### src/sv/ofp_pkg.sv
// Shared types and constants for the face-line parser.
package ofp_pkg;

   localparam int INDEX_WIDTH = 20;
   localparam int COUNT_WIDTH = 21;
   localparam int CSR_ADDR_WIDTH = 3;
   localparam int CSR_DATA_WIDTH = 32;

   localparam logic [0:0] REG_VERTEX_COUNT = 1'b0;

   localparam logic [7:0] CHAR_F     = 8'h66;
   localparam logic [7:0] CHAR_SPACE = 8'h20;
   localparam logic [7:0] CHAR_TAB   = 8'h09;
   localparam logic [7:0] CHAR_NL    = 8'h0A;
   localparam logic [7:0] CHAR_NUL   = 8'h00;
   localparam logic [7:0] CHAR_PLUS  = 8'h2B;
   localparam logic [7:0] CHAR_MINUS = 8'h2D;
   localparam logic [7:0] CHAR_ZERO  = 8'h30;
   localparam logic [7:0] CHAR_NINE  = 8'h39;

   typedef enum logic [2:0] {
      PH_LINE_START = 3'd0,
      PH_SAW_F      = 3'd1,
      PH_IGNORE     = 3'd2,
      PH_SKIP_WS    = 3'd3,
      PH_SIGN       = 3'd4,
      PH_DIGITS     = 3'd5,
      PH_SKIP_TOKEN = 3'd6,
      PH_DONE       = 3'd7
   } phase_type;

   typedef enum logic [1:0] {
      ST_OK        = 2'd0,
      ST_NO_DIGITS = 2'd1,
      ST_RANGE     = 2'd2,
      ST_SHORT     = 2'd3
   } status_type;

   typedef struct packed {
      phase_type  phase;
      logic [1:0] tokens;
      logic       negative;
      status_type err;
   } parse_ctrl_type;

   typedef struct packed {
      status_type              status;
      logic [INDEX_WIDTH-1:0]  first_index;
      logic [INDEX_WIDTH-1:0]  second_index;
      logic [INDEX_WIDTH-1:0]  third_index;
   } face_result_type;

endpackage

### src/sv/ofp_csr.sv
// Configuration register block: vertex count over an APB-style port.
module ofp_csr (
   input  logic                                  clock,
   input  logic                                  reset,
   input  logic                                  csr_psel,
   input  logic                                  csr_penable,
   input  logic                                  csr_pwrite,
   input  logic [ofp_pkg::CSR_ADDR_WIDTH-1:0]    csr_paddr,
   input  logic [ofp_pkg::CSR_DATA_WIDTH-1:0]    csr_pwdata,
   output logic [ofp_pkg::CSR_DATA_WIDTH-1:0]    csr_prdata,
   output logic                                  csr_pready,
   output logic [ofp_pkg::COUNT_WIDTH-1:0]       vertex_count
);

   logic [ofp_pkg::COUNT_WIDTH-1:0] vertex_count_ff;
   logic [ofp_pkg::COUNT_WIDTH-1:0] vertex_count_in;
   logic                            hit;

   assign csr_pready = 1'b1;
   assign hit = (csr_paddr[ofp_pkg::CSR_ADDR_WIDTH-1] == ofp_pkg::REG_VERTEX_COUNT);

   always_comb begin
      vertex_count_in = vertex_count_ff;
      if (csr_psel && csr_penable && csr_pwrite && csr_pready && hit) begin
         vertex_count_in = csr_pwdata[ofp_pkg::COUNT_WIDTH-1:0];
      end
   end

   always_ff @(posedge clock) begin
      if (reset) begin
         vertex_count_ff <= '0;
      end else begin
         vertex_count_ff <= vertex_count_in;
      end
   end

   assign csr_prdata = hit ? ofp_pkg::CSR_DATA_WIDTH'(vertex_count_ff) : '0;
   assign vertex_count = vertex_count_ff;

endmodule

### src/sv/ofp_step.sv
// Per-byte parse step: next parser state and the face result at line end.
module ofp_step #(
   parameter int MAX_VERTICES = 1048576,
   parameter int ACC_WIDTH = $clog2(MAX_VERTICES + 2)
) (
   input  ofp_pkg::parse_ctrl_type               ctrl_cur,
   input  logic [ACC_WIDTH-1:0]                  acc_cur,
   input  logic [ofp_pkg::INDEX_WIDTH-1:0]       held0_cur,
   input  logic [ofp_pkg::INDEX_WIDTH-1:0]       held1_cur,
   input  logic [7:0]                            text_byte,
   input  logic                                  final_byte,
   input  logic [ofp_pkg::COUNT_WIDTH-1:0]       vertex_count,
   output ofp_pkg::parse_ctrl_type               ctrl_nxt,
   output logic [ACC_WIDTH-1:0]                  acc_nxt,
   output logic [ofp_pkg::INDEX_WIDTH-1:0]       held0_nxt,
   output logic [ofp_pkg::INDEX_WIDTH-1:0]       held1_nxt,
   output logic                                  emit,
   output ofp_pkg::face_result_type              result
);

   localparam int XW = (ACC_WIDTH > ofp_pkg::COUNT_WIDTH) ? ACC_WIDTH : ofp_pkg::COUNT_WIDTH;
   localparam int VW = ACC_WIDTH + 4;
   localparam logic [VW-1:0] CAP = VW'(MAX_VERTICES + 1);
   localparam logic [XW-1:0] MAX_X = XW'(MAX_VERTICES);

   logic [XW-1:0] limit;
   logic [XW-1:0] vc_x;
   logic [VW-1:0] acc_times_ten;
   logic [VW-1:0] acc_sat;
   logic [VW-1:0] digit_sat;
   logic [3:0]    digit;
   logic          is_digit;
   logic          is_newline;
   logic          line_end;
   logic          do_finish;
   logic          face_line;
   logic          range_bad;
   logic [XW-1:0] acc_x;
   logic [XW-1:0] acc_m1;

   assign vc_x = XW'(vertex_count);
   assign limit = (vc_x < MAX_X) ? vc_x : MAX_X;
   assign is_digit = (text_byte >= ofp_pkg::CHAR_ZERO) && (text_byte <= ofp_pkg::CHAR_NINE);
   assign digit = 4'(text_byte - ofp_pkg::CHAR_ZERO);
   assign is_newline = (text_byte == ofp_pkg::CHAR_NL);
   assign line_end = is_newline || final_byte;

   // accumulate a digit with saturation at one past the vertex ceiling
   always_comb begin
      acc_times_ten = (VW'(acc_cur) << 3) + (VW'(acc_cur) << 1) + VW'(digit);
      acc_sat = (acc_times_ten > CAP) ? CAP : acc_times_ten;
      digit_sat = (VW'(digit) > CAP) ? CAP : VW'(digit);
   end

   always_comb begin
      ctrl_nxt = ctrl_cur;
      acc_nxt = acc_cur;
      held0_nxt = held0_cur;
      held1_nxt = held1_cur;
      do_finish = 1'b0;
      emit = 1'b0;
      result = '0;

      if (!is_newline) begin
         unique case (ctrl_cur.phase)
            ofp_pkg::PH_LINE_START: begin
               ctrl_nxt.phase = (text_byte == ofp_pkg::CHAR_F) ?
                                ofp_pkg::PH_SAW_F : ofp_pkg::PH_IGNORE;
            end
            ofp_pkg::PH_SAW_F: begin
               if (text_byte == ofp_pkg::CHAR_SPACE) begin
                  ctrl_nxt.phase = ofp_pkg::PH_SKIP_WS;
                  ctrl_nxt.tokens = 2'd0;
                  ctrl_nxt.negative = 1'b0;
                  ctrl_nxt.err = ofp_pkg::ST_OK;
                  acc_nxt = '0;
               end else begin
                  ctrl_nxt.phase = ofp_pkg::PH_IGNORE;
               end
            end
            ofp_pkg::PH_SKIP_WS: begin
               if (text_byte == ofp_pkg::CHAR_SPACE || text_byte == ofp_pkg::CHAR_TAB) begin
                  ctrl_nxt.phase = ofp_pkg::PH_SKIP_WS;
               end else if (text_byte == ofp_pkg::CHAR_NUL) begin
                  ctrl_nxt.phase = ofp_pkg::PH_DONE;
               end else if (text_byte == ofp_pkg::CHAR_PLUS ||
                            text_byte == ofp_pkg::CHAR_MINUS) begin
                  ctrl_nxt.negative = (text_byte == ofp_pkg::CHAR_MINUS);
                  acc_nxt = '0;
                  ctrl_nxt.phase = ofp_pkg::PH_SIGN;
               end else if (is_digit) begin
                  ctrl_nxt.negative = 1'b0;
                  acc_nxt = digit_sat[ACC_WIDTH-1:0];
                  ctrl_nxt.phase = ofp_pkg::PH_DIGITS;
               end else begin
                  ctrl_nxt.err = ofp_pkg::ST_NO_DIGITS;
                  ctrl_nxt.phase = ofp_pkg::PH_DONE;
               end
            end
            ofp_pkg::PH_SIGN: begin
               if (is_digit) begin
                  acc_nxt = acc_sat[ACC_WIDTH-1:0];
                  ctrl_nxt.phase = ofp_pkg::PH_DIGITS;
               end else begin
                  ctrl_nxt.err = ofp_pkg::ST_NO_DIGITS;
                  ctrl_nxt.phase = ofp_pkg::PH_DONE;
               end
            end
            ofp_pkg::PH_DIGITS: begin
               if (is_digit) begin
                  acc_nxt = acc_sat[ACC_WIDTH-1:0];
               end else begin
                  do_finish = 1'b1;
               end
            end
            ofp_pkg::PH_SKIP_TOKEN: begin
               if (text_byte == ofp_pkg::CHAR_SPACE) begin
                  ctrl_nxt.phase = ofp_pkg::PH_SKIP_WS;
               end else if (text_byte == ofp_pkg::CHAR_NUL) begin
                  ctrl_nxt.phase = ofp_pkg::PH_DONE;
               end
            end
            default: begin
               ctrl_nxt.phase = ctrl_cur.phase;
            end
         endcase
      end

      face_line = (ctrl_nxt.phase == ofp_pkg::PH_SKIP_WS)  ||
                  (ctrl_nxt.phase == ofp_pkg::PH_SIGN)     ||
                  (ctrl_nxt.phase == ofp_pkg::PH_DIGITS)   ||
                  (ctrl_nxt.phase == ofp_pkg::PH_SKIP_TOKEN) ||
                  (ctrl_nxt.phase == ofp_pkg::PH_DONE);

      if (line_end && ctrl_nxt.phase == ofp_pkg::PH_DIGITS) begin
         do_finish = 1'b1;
      end

      // close the token held in the accumulator
      acc_x = XW'(acc_nxt);
      acc_m1 = acc_x - XW'(1);
      range_bad = ctrl_nxt.negative || (acc_x == '0) || (acc_x > limit);
      if (do_finish) begin
         if (range_bad) begin
            ctrl_nxt.err = ofp_pkg::ST_RANGE;
            ctrl_nxt.phase = ofp_pkg::PH_DONE;
         end else begin
            if (ctrl_nxt.tokens == 2'd0) begin
               held0_nxt = acc_m1[ofp_pkg::INDEX_WIDTH-1:0];
            end
            if (ctrl_nxt.tokens == 2'd1) begin
               held1_nxt = acc_m1[ofp_pkg::INDEX_WIDTH-1:0];
            end
            ctrl_nxt.tokens = ctrl_nxt.tokens + 2'd1;
            if (ctrl_nxt.tokens == 2'd3) begin
               ctrl_nxt.phase = ofp_pkg::PH_DONE;
            end else if (text_byte == ofp_pkg::CHAR_SPACE) begin
               ctrl_nxt.phase = ofp_pkg::PH_SKIP_WS;
            end else if (text_byte == ofp_pkg::CHAR_NUL) begin
               ctrl_nxt.phase = ofp_pkg::PH_DONE;
            end else begin
               ctrl_nxt.phase = ofp_pkg::PH_SKIP_TOKEN;
            end
         end
      end

      if (line_end) begin
         if (ctrl_nxt.phase == ofp_pkg::PH_SIGN) begin
            ctrl_nxt.err = ofp_pkg::ST_NO_DIGITS;
         end
         ctrl_nxt.phase = ofp_pkg::PH_LINE_START;
         emit = face_line;
         if (ctrl_nxt.err != ofp_pkg::ST_OK) begin
            result.status = ctrl_nxt.err;
         end else if (ctrl_nxt.tokens != 2'd3) begin
            result.status = ofp_pkg::ST_SHORT;
         end else begin
            result.status = ofp_pkg::ST_OK;
            result.first_index = held0_nxt;
            result.second_index = held1_nxt;
            result.third_index = acc_m1[ofp_pkg::INDEX_WIDTH-1:0];
         end
      end
   end

endmodule

### src/sv/obj_face_line_parser.sv
// Top level of the face-line parser: input stage, parser state and result register.
//
//  channel  | direction | payload
//  req_*    | in        | tdata[7:0] text_byte, tlast final_byte
//  rsp_*    | out       | tuser[1:0] status, tdata[19:0]/[39:20]/[59:40] indices
//  csr_*    | in/out    | vertex_count at byte address 0
//
// One byte per cycle sustained while no waiting result stalls; a byte is parsed
// from the input stage and its result, if any, is shown in the cycle after that.
// Reset clears the parser to line start and vertex_count to zero.
// A waiting result stalls only a byte that closes a face line; other bytes
// keep flowing past it.
module obj_face_line_parser #(
   parameter int MAX_VERTICES = 1048576
) (
   input  logic                                  clock,
   input  logic                                  reset,
   input  logic                                  req_tvalid,
   output logic                                  req_tready,
   input  logic [7:0]                            req_tdata,  // [7:0] text_byte
   input  logic                                  req_tlast,  // final_byte
   output logic                                  rsp_tvalid,
   input  logic                                  rsp_tready,
   output logic [63:0]                           rsp_tdata,  // first, second, third index
   output logic [1:0]                            rsp_tuser,  // status
   input  logic                                  csr_psel,
   input  logic                                  csr_penable,
   input  logic                                  csr_pwrite,
   input  logic [ofp_pkg::CSR_ADDR_WIDTH-1:0]    csr_paddr,
   input  logic [ofp_pkg::CSR_DATA_WIDTH-1:0]    csr_pwdata,
   output logic [ofp_pkg::CSR_DATA_WIDTH-1:0]    csr_prdata,
   output logic                                  csr_pready
);

   localparam int ACC_WIDTH = $clog2(MAX_VERTICES + 2);

   logic [ofp_pkg::COUNT_WIDTH-1:0] vertex_count;

   logic                            in_valid_ff, in_valid_in;
   logic [7:0]                      in_byte_ff;
   logic                            in_last_ff;

   ofp_pkg::parse_ctrl_type         ctrl_ff, ctrl_in;
   logic [ACC_WIDTH-1:0]            acc_ff, acc_in;
   logic [ofp_pkg::INDEX_WIDTH-1:0] held0_ff, held0_in;
   logic [ofp_pkg::INDEX_WIDTH-1:0] held1_ff, held1_in;

   logic                            out_valid_ff, out_valid_in;
   ofp_pkg::face_result_type        out_ff;

   ofp_pkg::parse_ctrl_type         ctrl_nxt;
   logic [ACC_WIDTH-1:0]            acc_nxt;
   logic [ofp_pkg::INDEX_WIDTH-1:0] held0_nxt, held1_nxt;
   logic                            emit;
   ofp_pkg::face_result_type        result;
   logic                            fire;
   logic                            req_take;

   ofp_csr u_csr (
      .clock        (clock),
      .reset        (reset),
      .csr_psel     (csr_psel),
      .csr_penable  (csr_penable),
      .csr_pwrite   (csr_pwrite),
      .csr_paddr    (csr_paddr),
      .csr_pwdata   (csr_pwdata),
      .csr_prdata   (csr_prdata),
      .csr_pready   (csr_pready),
      .vertex_count (vertex_count)
   );

   ofp_step #(
      .MAX_VERTICES (MAX_VERTICES),
      .ACC_WIDTH    (ACC_WIDTH)
   ) u_step (
      .ctrl_cur     (ctrl_ff),
      .acc_cur      (acc_ff),
      .held0_cur    (held0_ff),
      .held1_cur    (held1_ff),
      .text_byte    (in_byte_ff),
      .final_byte   (in_last_ff),
      .vertex_count (vertex_count),
      .ctrl_nxt     (ctrl_nxt),
      .acc_nxt      (acc_nxt),
      .held0_nxt    (held0_nxt),
      .held1_nxt    (held1_nxt),
      .emit         (emit),
      .result       (result)
   );

   assign fire = in_valid_ff && (!emit || !out_valid_ff || rsp_tready);
   assign req_tready = !in_valid_ff || fire;
   assign req_take = req_tvalid && req_tready;

   always_comb begin
      in_valid_in = in_valid_ff;
      if (req_take) begin
         in_valid_in = 1'b1;
      end else if (fire) begin
         in_valid_in = 1'b0;
      end

      ctrl_in = ctrl_ff;
      acc_in = acc_ff;
      held0_in = held0_ff;
      held1_in = held1_ff;
      if (fire) begin
         ctrl_in = ctrl_nxt;
         acc_in = acc_nxt;
         held0_in = held0_nxt;
         held1_in = held1_nxt;
      end

      out_valid_in = out_valid_ff;
      if (fire && emit) begin
         out_valid_in = 1'b1;
      end else if (rsp_tready) begin
         out_valid_in = 1'b0;
      end
   end

   always_ff @(posedge clock) begin
      if (reset) begin
         in_valid_ff  <= 1'b0;
         out_valid_ff <= 1'b0;
         ctrl_ff      <= '{phase: ofp_pkg::PH_LINE_START, tokens: 2'd0,
                           negative: 1'b0, err: ofp_pkg::ST_OK};
         acc_ff       <= '0;
         held0_ff     <= '0;
         held1_ff     <= '0;
      end else begin
         in_valid_ff  <= in_valid_in;
         out_valid_ff <= out_valid_in;
         ctrl_ff      <= ctrl_in;
         acc_ff       <= acc_in;
         held0_ff     <= held0_in;
         held1_ff     <= held1_in;
      end
   end

   always_ff @(posedge clock) begin
      if (req_take) begin
         in_byte_ff <= req_tdata;
         in_last_ff <= req_tlast;
      end
      if (fire && emit) begin
         out_ff <= result;
      end
   end

   assign rsp_tvalid = out_valid_ff;
   assign rsp_tuser  = out_ff.status;
   assign rsp_tdata  = {4'b0000, out_ff.third_index, out_ff.second_index, out_ff.first_index};

endmodule
### config.mk
export PLATFORM = sky130hd
export DESIGN_NAME = obj_face_line_parser
export DESIGN_NICKNAME = d
export VERILOG_FILES = /design/src/sv/ofp_pkg.sv /design/src/sv/ofp_csr.sv /design/src/sv/ofp_step.sv /design/src/sv/obj_face_line_parser.sv
export SDC_FILE = /design/constraint.sdc
export NUM_CORES = 1
export LEC_CHECK = 0
export ABC_AREA = 1
export BUFFER_PORTS_ARGS = -buffer_cell sky130_fd_sc_hd__buf_4
export CORE_ASPECT_RATIO = 1.5
export CORE_UTILIZATION = 42
export DETAILED_ROUTE_END_ITERATION = 8
export PLACE_DENSITY = 0.69
export SETUP_SLACK_MARGIN = 0.3
export SLEW_MARGIN = 10
export SYNTH_ARGS = -nofsm -noshare
export SYNTH_HDL_FRONTEND = slang
export SYNTH_SLANG_ARGS = --single-unit
### constraint.sdc
create_clock -name clock -period 7.3 [get_ports clock]
set_clock_uncertainty 0.1 [all_clocks]
set_input_delay 0.73 -clock clock [delete_from_list [all_inputs] [get_ports clock]]
set_output_delay 0.73 -clock clock [all_outputs]
set_load 0.02 [all_outputs]
# After elaboration in Yosys (flattened, before gate mapping)
# Index checks and enable logic that the tools add are counted.
# op_classes
addsub	5
magnitude_cmp	5
eq_ne	20
muxes	60
n_bitwise	2
reduce_logical	32
# op_table
op	count
two-way mux 21 bit	10
two-way mux 20 bit	6
one-hot mux 21 bit (3 select lines)	1
two-way mux 3 bit	10
two-way mux 2 bit	14
adder 24 x 22 -> 25 bit	1
adder 25 x 4 -> 25 bit	1
greater-than comparator 25 x 21 -> 1 bit (second input constant)	1
== test 3 bit (second input constant)	8
== test 8 x 6 -> 1 bit (second input constant)	3
greater-than comparator 21 bit	1
logical NOT 21 bit	1
< comparator 21 bit (second input constant)	1
subtractor 20 x 1 -> 20 bit (second input constant)	1
== test 8 x 4 -> 1 bit (second input constant)	2
one-hot mux 3 bit (5 select lines)	1
two-way mux 1 bit	13
logical OR 1 bit	12
two-way mux 5 bit	2
== test 8 x 7 -> 1 bit (second input constant)	1
greater-or-equal comparator 8 x 6 -> 1 bit (second input constant)	1
less-or-equal comparator 8 x 6 -> 1 bit (second input constant)	1
logical AND 1 bit	8
logical NOT 8 bit	1
other kinds (17)	23
# word_totals
register_bits	163
input_bits	51
word_cells	140

# Depth between registers and ports, before layout
# Gate-level depths: netlist (run 1).
# logic_depth
depth_word	21
ltp_mapped	47

# By module
# A second synthesis (run 1) with hierarchy kept.
# hier_totals
hier_cells	1846
area_unflattened_um2	12135.4
# modules_own_cells
mod	n_inst	cells_per_inst	area_per_inst_um2
ofp_step	1	1102	5621.6
obj_face_line_parser	1	544	5335.1
ofp_csr	1	200	1178.6

# Worst setup path after synthesis (run 1)
# Ideal clock, no wire load.
# synth_timing
kind	reg2reg
from	register in_byte_ff[3]
to	register out_ff (netlist bit rsp_tdata[20]), data pin
setup_ns	0.265
arrival_time_ns	5.052
required_ns	6.935
slack_ns	1.883
path_stages_with_launch	40
path_buffers	2
synth_period_minus_slack_ns	5.417
path_cell_list	edfxtp_1 > inv_2 > fa_1 > fa_1 > inv_1 > nand2_1 > nand2_1 > nand3_1 > nand2_1 > inv_1 > o21ai_2 > nand2_1 > nand2_1 > xor2_2 > nand2_2 > buf_6 > nand3_1 > nand2_1 > [... 4 more ...] > ha_1 > a21oi_1 > o21ai_0 > a21oi_1 > o21bai_1 > nand4_1 > nand3_1 > nand2_1 > nand2_1 > a21oi_1 > o221ai_1 > a21oi_1 > nand3_2 > nand2_1 > nand2_1 > nand3_2 > buf_2 > nor3_2
# synth_via
elab_chain_len	18
# synth_rtl
element	line	text
start, declared	obj_face_line_parser.sv:40	logic [7:0] in_byte_ff;
start signal, assigned	obj_face_line_parser.sv:143	in_byte_ff <= req_tdata;
branches (longest 7 deep; another with adder 25 x 4 -> 25 bit)	n/a	
two-way mux 21 bit (*)	ofp_step.sv:64	if (!is_newline) begin
net acc_nxt[2]	obj_face_line_parser.sv:52	logic [ACC_WIDTH-1:0] acc_nxt;
branches (longest 2 deep; another with greater-than comparator 21 bit)	n/a	
logical OR 1 bit (*)	ofp_step.sv:142	range_bad = ctrl_nxt.negative || (acc_x == '0) || (acc_x > limit);
two-way mux 3 bit	ofp_step.sv:144	if (range_bad) begin
two-way mux 5 bit	ofp_step.sv:143	if (do_finish) begin
== test 3 bit	ofp_step.sv:168	if (ctrl_nxt.phase == ofp_pkg::PH_SIGN) begin
two-way mux 2 bit	ofp_step.sv:168	
two-way mux 2 bit	ofp_step.sv:167	if (line_end) begin
nonzero test 2 bit	ofp_step.sv:173	if (ctrl_nxt.err != ofp_pkg::ST_OK) begin
OR reduction 3 bit (no source line)	n/a	
end signal, assigned	obj_face_line_parser.sv:147	out_ff <= result;
end, declared	obj_face_line_parser.sv:49	ofp_pkg::face_result_type out_ff;
# Mark *: on every way through the listed nets, which the timed path passes. The select of a mux whose other input is x is not followed.
# A chain may end at the register's enable or synchronous reset.

# Final worst setup path (run 1)
# layout_timing
from	register in_byte_ff[3]
to	register out_ff (netlist bit rsp_tdata[33]), data pin
# layout_via
elab_chain_len	18
# layout_rtl
element	line
branches (longest 7 deep; another with adder 25 x 4 -> 25 bit)	n/a
two-way mux 21 bit (*)	ofp_step.sv:64
net acc_nxt[2]	obj_face_line_parser.sv:52
branches (longest 10 deep; another with greater-than comparator 21 bit)	n/a
# Marks and branches as above.

==> summary.txt, run 1 <==
run status: completed
syn_area_per_cell: 6.93 µm²
clock slew at reported path FFs: 0.07 ns
Hold Fails Final Rpt: 0
clk sink count: 163
synthesized-area fraction occupied by adder cells: 0.0765
XOR/XNOR Fraction of Synth Area: 0.00980
crit-path max cell delay: 0.54 ns
number of synthesized register bits: 163
placed cell count: 2075
wire length per cell: 14.9 µm
proportion of synthesized chip area in sequential cells: 0.346
number of detailed-routing iterations run before antenna repair: 5
Pwr per Cell Area: 181 nW/µm²
met3 Use GR: 0.0290
Pwr Total: 2410 µW
growth of design area from synthesis to finish: 16.1%
asr flop ratio synth: 0
highest-delay cell along the critical path: fa_1
final-layout setup total negative slack: 0 ns
global-route met2 utilization: 0.425
highest-count cells in the layout ignoring fill and taps: 492 x nand2_1, 253 x inv_1, 153 x buf_4
share of the synthesized area in compound gates (AO/OA/AOI/OAI): 0.109
CTS Buffer Depth: 2
total via count in the routed design: 10700
element type at the critical path end: register
path type of the worst min-delay path: input port to register
horizontal die dimension: 137 µm
Crit path required time: 7.39 ns
standard cell core area: 26700 µm²
busiest layer in global routing: met2
post-synthesis cell count: 1658
Yosys top cell area share: 0.186
Simple-Gate Fraction of Synth Area: 0.331
Final #Nets: 1892
min Tclk post-route: 6.51 ns
critical path class: register to register
die span in y: 205 µm
post-synth top area cell: edfxtp_1
Top-Level Pins: 152
antenna violations before repair: 0
dominant combinational cell family by area after synthesis: simple AND/OR/NAND/NOR gates
worst-case vdd ir drop: 0.000176 V
number of distinct library cell variants in the gate-level netlist after synthesis: 53
number of enable-type register cells in the synthesized netlist: 71
Via-to-Cell Ratio: 5.06
last weighted congestion value of the routability-driven placer: 0.917
type of origin of the critical path: register
total routing usage reported by global routing: 0.229
detailed placement HPWL: 23.8 mm
Syn Std Cell Area: 11500 µm²
antenna cell count: 0
number of DRC markers in iteration 0: 945
overall die area: 28000 µm²
Layout Cells excl Fill: 2122
relative slew slack: 0.312
Hold Buf Count CTS: 0
most common cell after layout, fill and taps aside: nand2_1
H-tree lvl count: 4
Util after Layout: 0.500
Synth Flop Type: dfxtp_1
number of buffers created by CTS: 17
CTS root buffer: clkbuf_16
row count: 73
fraction of layout instances using a drive strength above 1: 0.170
Max Transition Viols Final: 0
setup-violating endpoint count in the final report: 0
latest clock arrival within the worst-skew pair: 0.44 ns
top cells by area, synth: edfxtp_1 19%, nand2_1 16%, dfxtp_1 16%, inv_1 8.3%, ha_1 7.3%
upper clock frequency limit: 0.154 GHz
unrepaired setup endpoints after global routing: no
slew of the pin with the lowest slew margin: 1.03 ns
proportion of synthesized area in mux cells: 0
global-route track usage on met1: 0.255
yosys synthesis warning count: 0
wire length of the first global-routing pass: 49.7 mm
leftover overflow at the end of global routing: 0
CTS tree: done
fin crit share: 0.891
overall routed net length: 31.7 mm
leakage: 0.00635 µW
Most common cell on crit path: nand2_1
starting density of the core: 0.431
remaining antenna violation count after routing: 0
Max Cap Viol: 0
number of port buffers: 122
worst-path maximum fanout: 19
DRC violation count after routing: 0
pin count of the biggest net entering global routing: 80
number of global-route vias before repair: 9806
arrival time at the worst endpoint: 6.59 ns
-- cell usage after synthesis (all sizes together) (16+ instances only) --
cell,count
buf,43
ha,67
nor2,152
nor3,74
edfxtp,71
dfxtp,92
a21oi,137
clkbuf,32
nand3,66
nand2,502
nand4,16
o21ai,72
inv,274
-- power breakdown --
| part | switching [µW] | leakage (µW) | total [µW] | internal (µW) |
|---|---|---|---|---|
| Sequential | 24.4 | 0.00130 | 1010 | 983 |
| Clock | 394 | 0.000285 | 903 | 509 |
| Combinational | 337 | 0.00476 | 500 | 163 |
| Total | 755 | 0.00635 | 2410 | 1660 |
-- timing repair --
| item | CTS | global route |
|---|---|---|
| gates resized for setup | 0 | 2 |
| setup buffers | 0 | 14 |
| endpoints found under the hold margin | 0 | 0 |
| endpoints found under the setup margin | 0 | 94 |
-- per-layer routing --
layer  vias up  routed length, µm
met1      4843              12300
li1       5481                  -
met4         0               1270
met3        66               1450
met5         -                  0
met2       337              16700
-- worst max-delay path: cells and delay by family, from the launching register on --
family	cells	cell delay [ns]
AOI/OAI and AO/OA	7	0.95
adders and majority gates	3	1.33
buffers and inverters	8	1.20
DFF	1	0.45
and+or+nand+nor	25	2.26
-- final cells by class --
| cell class | instances | area, µm² |
|---|---|---|
| Clock buffer | 18 | 429 |
| Clock inverter | 14 | 154 |
| Fill cell | 2695 | 13300 |
| Inverter | 276 | 1040 |
| Multi-Input combinational cell | 1159 | 6130 |
| Sequential cell | 163 | 3970 |
| Tap cell | 337 | 422 |
| Timing Repair Buffer | 155 | 1190 |
-- worst paths after layout --
kind                      start             to  slack (ns)  cells after the start
setup reg to reg  in_byte_ff[3]  rsp_tdata[33]        0.79                     43
setup / recovery  in_byte_ff[3]  rsp_tdata[33]        0.79                     43
hold reg to reg      ctrl_ff[1]     ctrl_ff[1]        0.37                      2
hold / removal        req_tlast     in_last_ff        0.37                      1
-- sequential cells by signal, indices dropped and copies added (netlist names) --
signal	flops
acc_ff	21
ctrl_ff	8
held0_ff	20
held1_ff	20
in_byte_ff	8
in_last_ff	1
in_valid_ff	1
rsp_tdata	60
rsp_tuser	2
rsp_tvalid	1
u_csr.vertex_count	21
-- logic make-up (layout without fill, tap and decap cells) --
kind of cell,count (synthesis),count (layout)
buffers and inverters,351,463
AND/OR/NAND/NOR,827,828
adder cells (fa/ha/maj),69,69
flip-flops,163,163
other,2,16
XOR/XNOR,12,12
AO/OA/AOI/OAI,234,234
-- per-stage QoR --
stage	cell area, µm²	setup slack (ns)	hold slack, ns
global placement	12600	0.662	0.359
floorplan	11500	1.88	0.345
finish	13300	0.794	0.372
detailed placement	12600	0.609	0.362
global route	13300	0.298	0.357
CTS	13200	0.530	0.356
No activity file was read; power rests on OpenSTA's default activity.
==> run 2: changes to the inputs <==
--- a/config.mk
+++ b/config.mk
@@ -8,9 +8,10 @@
 export ABC_AREA = 1
 export BUFFER_PORTS_ARGS = -buffer_cell sky130_fd_sc_hd__buf_4
 export CORE_ASPECT_RATIO = 1.5
-export CORE_UTILIZATION = 42
+export CORE_UTILIZATION = 45
 export DETAILED_ROUTE_END_ITERATION = 8
-export PLACE_DENSITY = 0.69
+export GPL_TIMING_DRIVEN = 0
+export PLACE_DENSITY = 0.73
 export SETUP_SLACK_MARGIN = 0.3
 export SLEW_MARGIN = 10
 export SYNTH_ARGS = -nofsm -noshare
==> summary.txt, run 2 (synthesis results as in run 1) <==
overall die area: 26200 µm² (-6.6%)
fin crit share: 0.896 (+0.00473)
Util after Layout: 0.541 (+0.0411)
type of origin of the critical path: register
pin count of the biggest net entering global routing: 46 (-43%)
final-layout setup total negative slack: 0 ns (unchanged)
crit-path max cell delay: 0.51 ns (-0.03 ns)
most common cell after layout, fill and taps aside: nand2_1
arrival time at the worst endpoint: 6.63 ns (+0.04 ns)
slew of the pin with the lowest slew margin: 1.01 ns (-0.0187 ns)
Top-Level Pins: 152 (unchanged)
relative slew slack: 0.319 (+0.00748)
origin of the worst setup path: acc_ff[2]
worst-case vdd ir drop: 0.000174 V (-0.98%)
element type at the critical path end: register
overall routed net length: 32.7 mm (+3.3%)
worst-path maximum fanout: 10 (-9)
leakage: 0.00641 µW (+0.89%)
number of filler instances in the final layout: 2452 (-9.0%)
CTS Buffer Depth: 2 (unchanged)
detailed placement HPWL: 25.7 mm (+7.8%)
CTS root buffer: clkbuf_16
min Tclk post-route: 6.54 ns (+0.0345 ns)
path type of the worst min-delay path: input port to register
number of detailed-routing iterations run before antenna repair: 5 (unchanged)
remaining antenna violation count after routing: 0 (unchanged)
die span in y: 198 µm (-3.4%)
number of DRC markers in iteration 0: 831 (-12%)
launch point of the worst hold path: req_tdata[5]
DRC violation count after routing: 0 (unchanged)
critical path class: register to register
total via count in the routed design: 11200 (+4.3%)
number of buffers created by CTS: 17 (unchanged)
row count: 71 (-2.7%)
wire length per cell: 15.2 µm (+1.7%)
max reg flops: 60 (unchanged)
area of combinational cells with multiple inputs: 6140 µm² (+0.10%)
setup-violating endpoint count in the final report: 0 (unchanged)
growth of design area from synthesis to finish: 18.0%
antenna violations before repair: 0 (unchanged)
unrepaired setup endpoints after global routing: no
clk sink count: 163 (unchanged)
Hold Fails Final Rpt: 0 (unchanged)
Via-to-Cell Ratio: 5.19 (+2.7%)
fraction of layout instances using a drive strength above 1: 0.171 (+0.000917)
leftover overflow at the end of global routing: 0 (unchanged)
H-tree lvl count: 4 (unchanged)
number of global-route vias before repair: 10500 (+7.5%)
highest-count cells in the layout ignoring fill and taps: 493 x nand2_1, 252 x inv_1, 142 x buf_4
starting density of the core: 0.459 (+0.0278)
Max Cap Viol: 0 (unchanged)
Most common cell on crit path: nand2_1
clock slew at reported path FFs: 0.07 ns (about the same)
area occupied by registers: 3980 µm² (about the same)
standard cell core area: 25100 µm² (-6.1%)
Crit path required time: 7.39 ns (about the same)
CTS tree: done
wire length of the first global-routing pass: 52.0 mm (+4.6%)
Final #Nets: 1935 (+2.3%)
antenna cell count: 0 (unchanged)
horizontal die dimension: 132 µm (-3.3%)
Pwr per Cell Area: 180 nW/µm² (-0.24%)
latest clock arrival within the worst-skew pair: 0.45 ns (about the same)
startpoint of the worst-slack reg-to-reg timing path: acc_ff[2]
run status: completed
upper clock frequency limit: 0.153 GHz (-0.53%)
total routing usage reported by global routing: 0.255 (+0.0261)
last weighted congestion value of the routability-driven placer: 0.955 (+4.1%)
number of port buffers: 121 (-0.82%)
Max Transition Viols Final: 0 (unchanged)
Hold Buf Count CTS: 0 (unchanged)
highest-delay cell along the critical path: fa_1
==> run 2: power breakdown <==
part           switching, µW  internal (µW)  leakage [µW]  total (µW)
logic                    349            168       0.00483         517
registers               25.1            983       0.00130        1010
clock network            385            535      0.000271         919
==> run 2: final timing paths <==
kind                                         endpoint  slack (ns)  cells past startpoint
worst max-delay path                    rsp_tdata[27]        0.76                     40
worst min-delay path                    in_byte_ff[5]        0.36                      1
worst max register to register          rsp_tdata[27]        0.76                     40
worst min register to register  u_csr.vertex_count[4]        0.37                      2
==> run 2: worst max-delay path: cells and delay by family (launching register included) <==
kind / cells / cell delay (ns)
and+or+nand+nor: 21 / 2.04
adders and majority gates: 3 / 1.31
AOI/OAI and AO/OA: 8 / 1.05
buffers and inverters: 7 / 0.99
DFF: 1 / 0.44
xor gates and xnor gates: 1 / 0.29
==> run 2: what timing repair did <==
action / 4_1_cts / 5_1_grt
buffers inserted: 0 / 2
setup endpoints to repair: 0 / 105
gates resized for setup: 0 / 27
==> run 2: metal layers <==
| metal | GRT usage | vias to the layer above | routed length, µm |
|---|---|---|---|
| met1 | 0.257 | 5064 | 12000 |
| met5 | 0 | - | 0 |
| met2 | 0.479 | 427 | 16900 |
| met3 | 0.0376 | 123 | 1620 |
| li1 | - | 5575 | - |
| met4 | 0.181 | 0 | 2160 |
==> run 2: area by class of cell <==
class                      count  share of cell area
buffer                        75              0.0338
clock buffer                  18              0.0317
clock inverter                14              0.0120
inverter                     276              0.0766
multi-input combinational   1158               0.453
sequential                   163               0.293
tap                          328              0.0303
timing repair buffer         124              0.0696
==> run 2: metrics by stage <==
stage | std cells | setup WS, ns | power (µW) | area, µm² | hold WS, ns
after floorplan | 1672 | 1.88 | 1370 | 11500 | 0.345
after global placement | 2121 | 0.518 | 1510 | 12900 | 0.357
after detailed placement | 2122 | 0.396 | 1520 | 12900 | 0.364
after CTS | 2154 | 0.350 | 2430 | 13500 | 0.351
after global routing | 2156 | 0.284 | 2540 | 13600 | 0.344
final | 2156 | 0.760 | 2440 | 13600 | 0.355
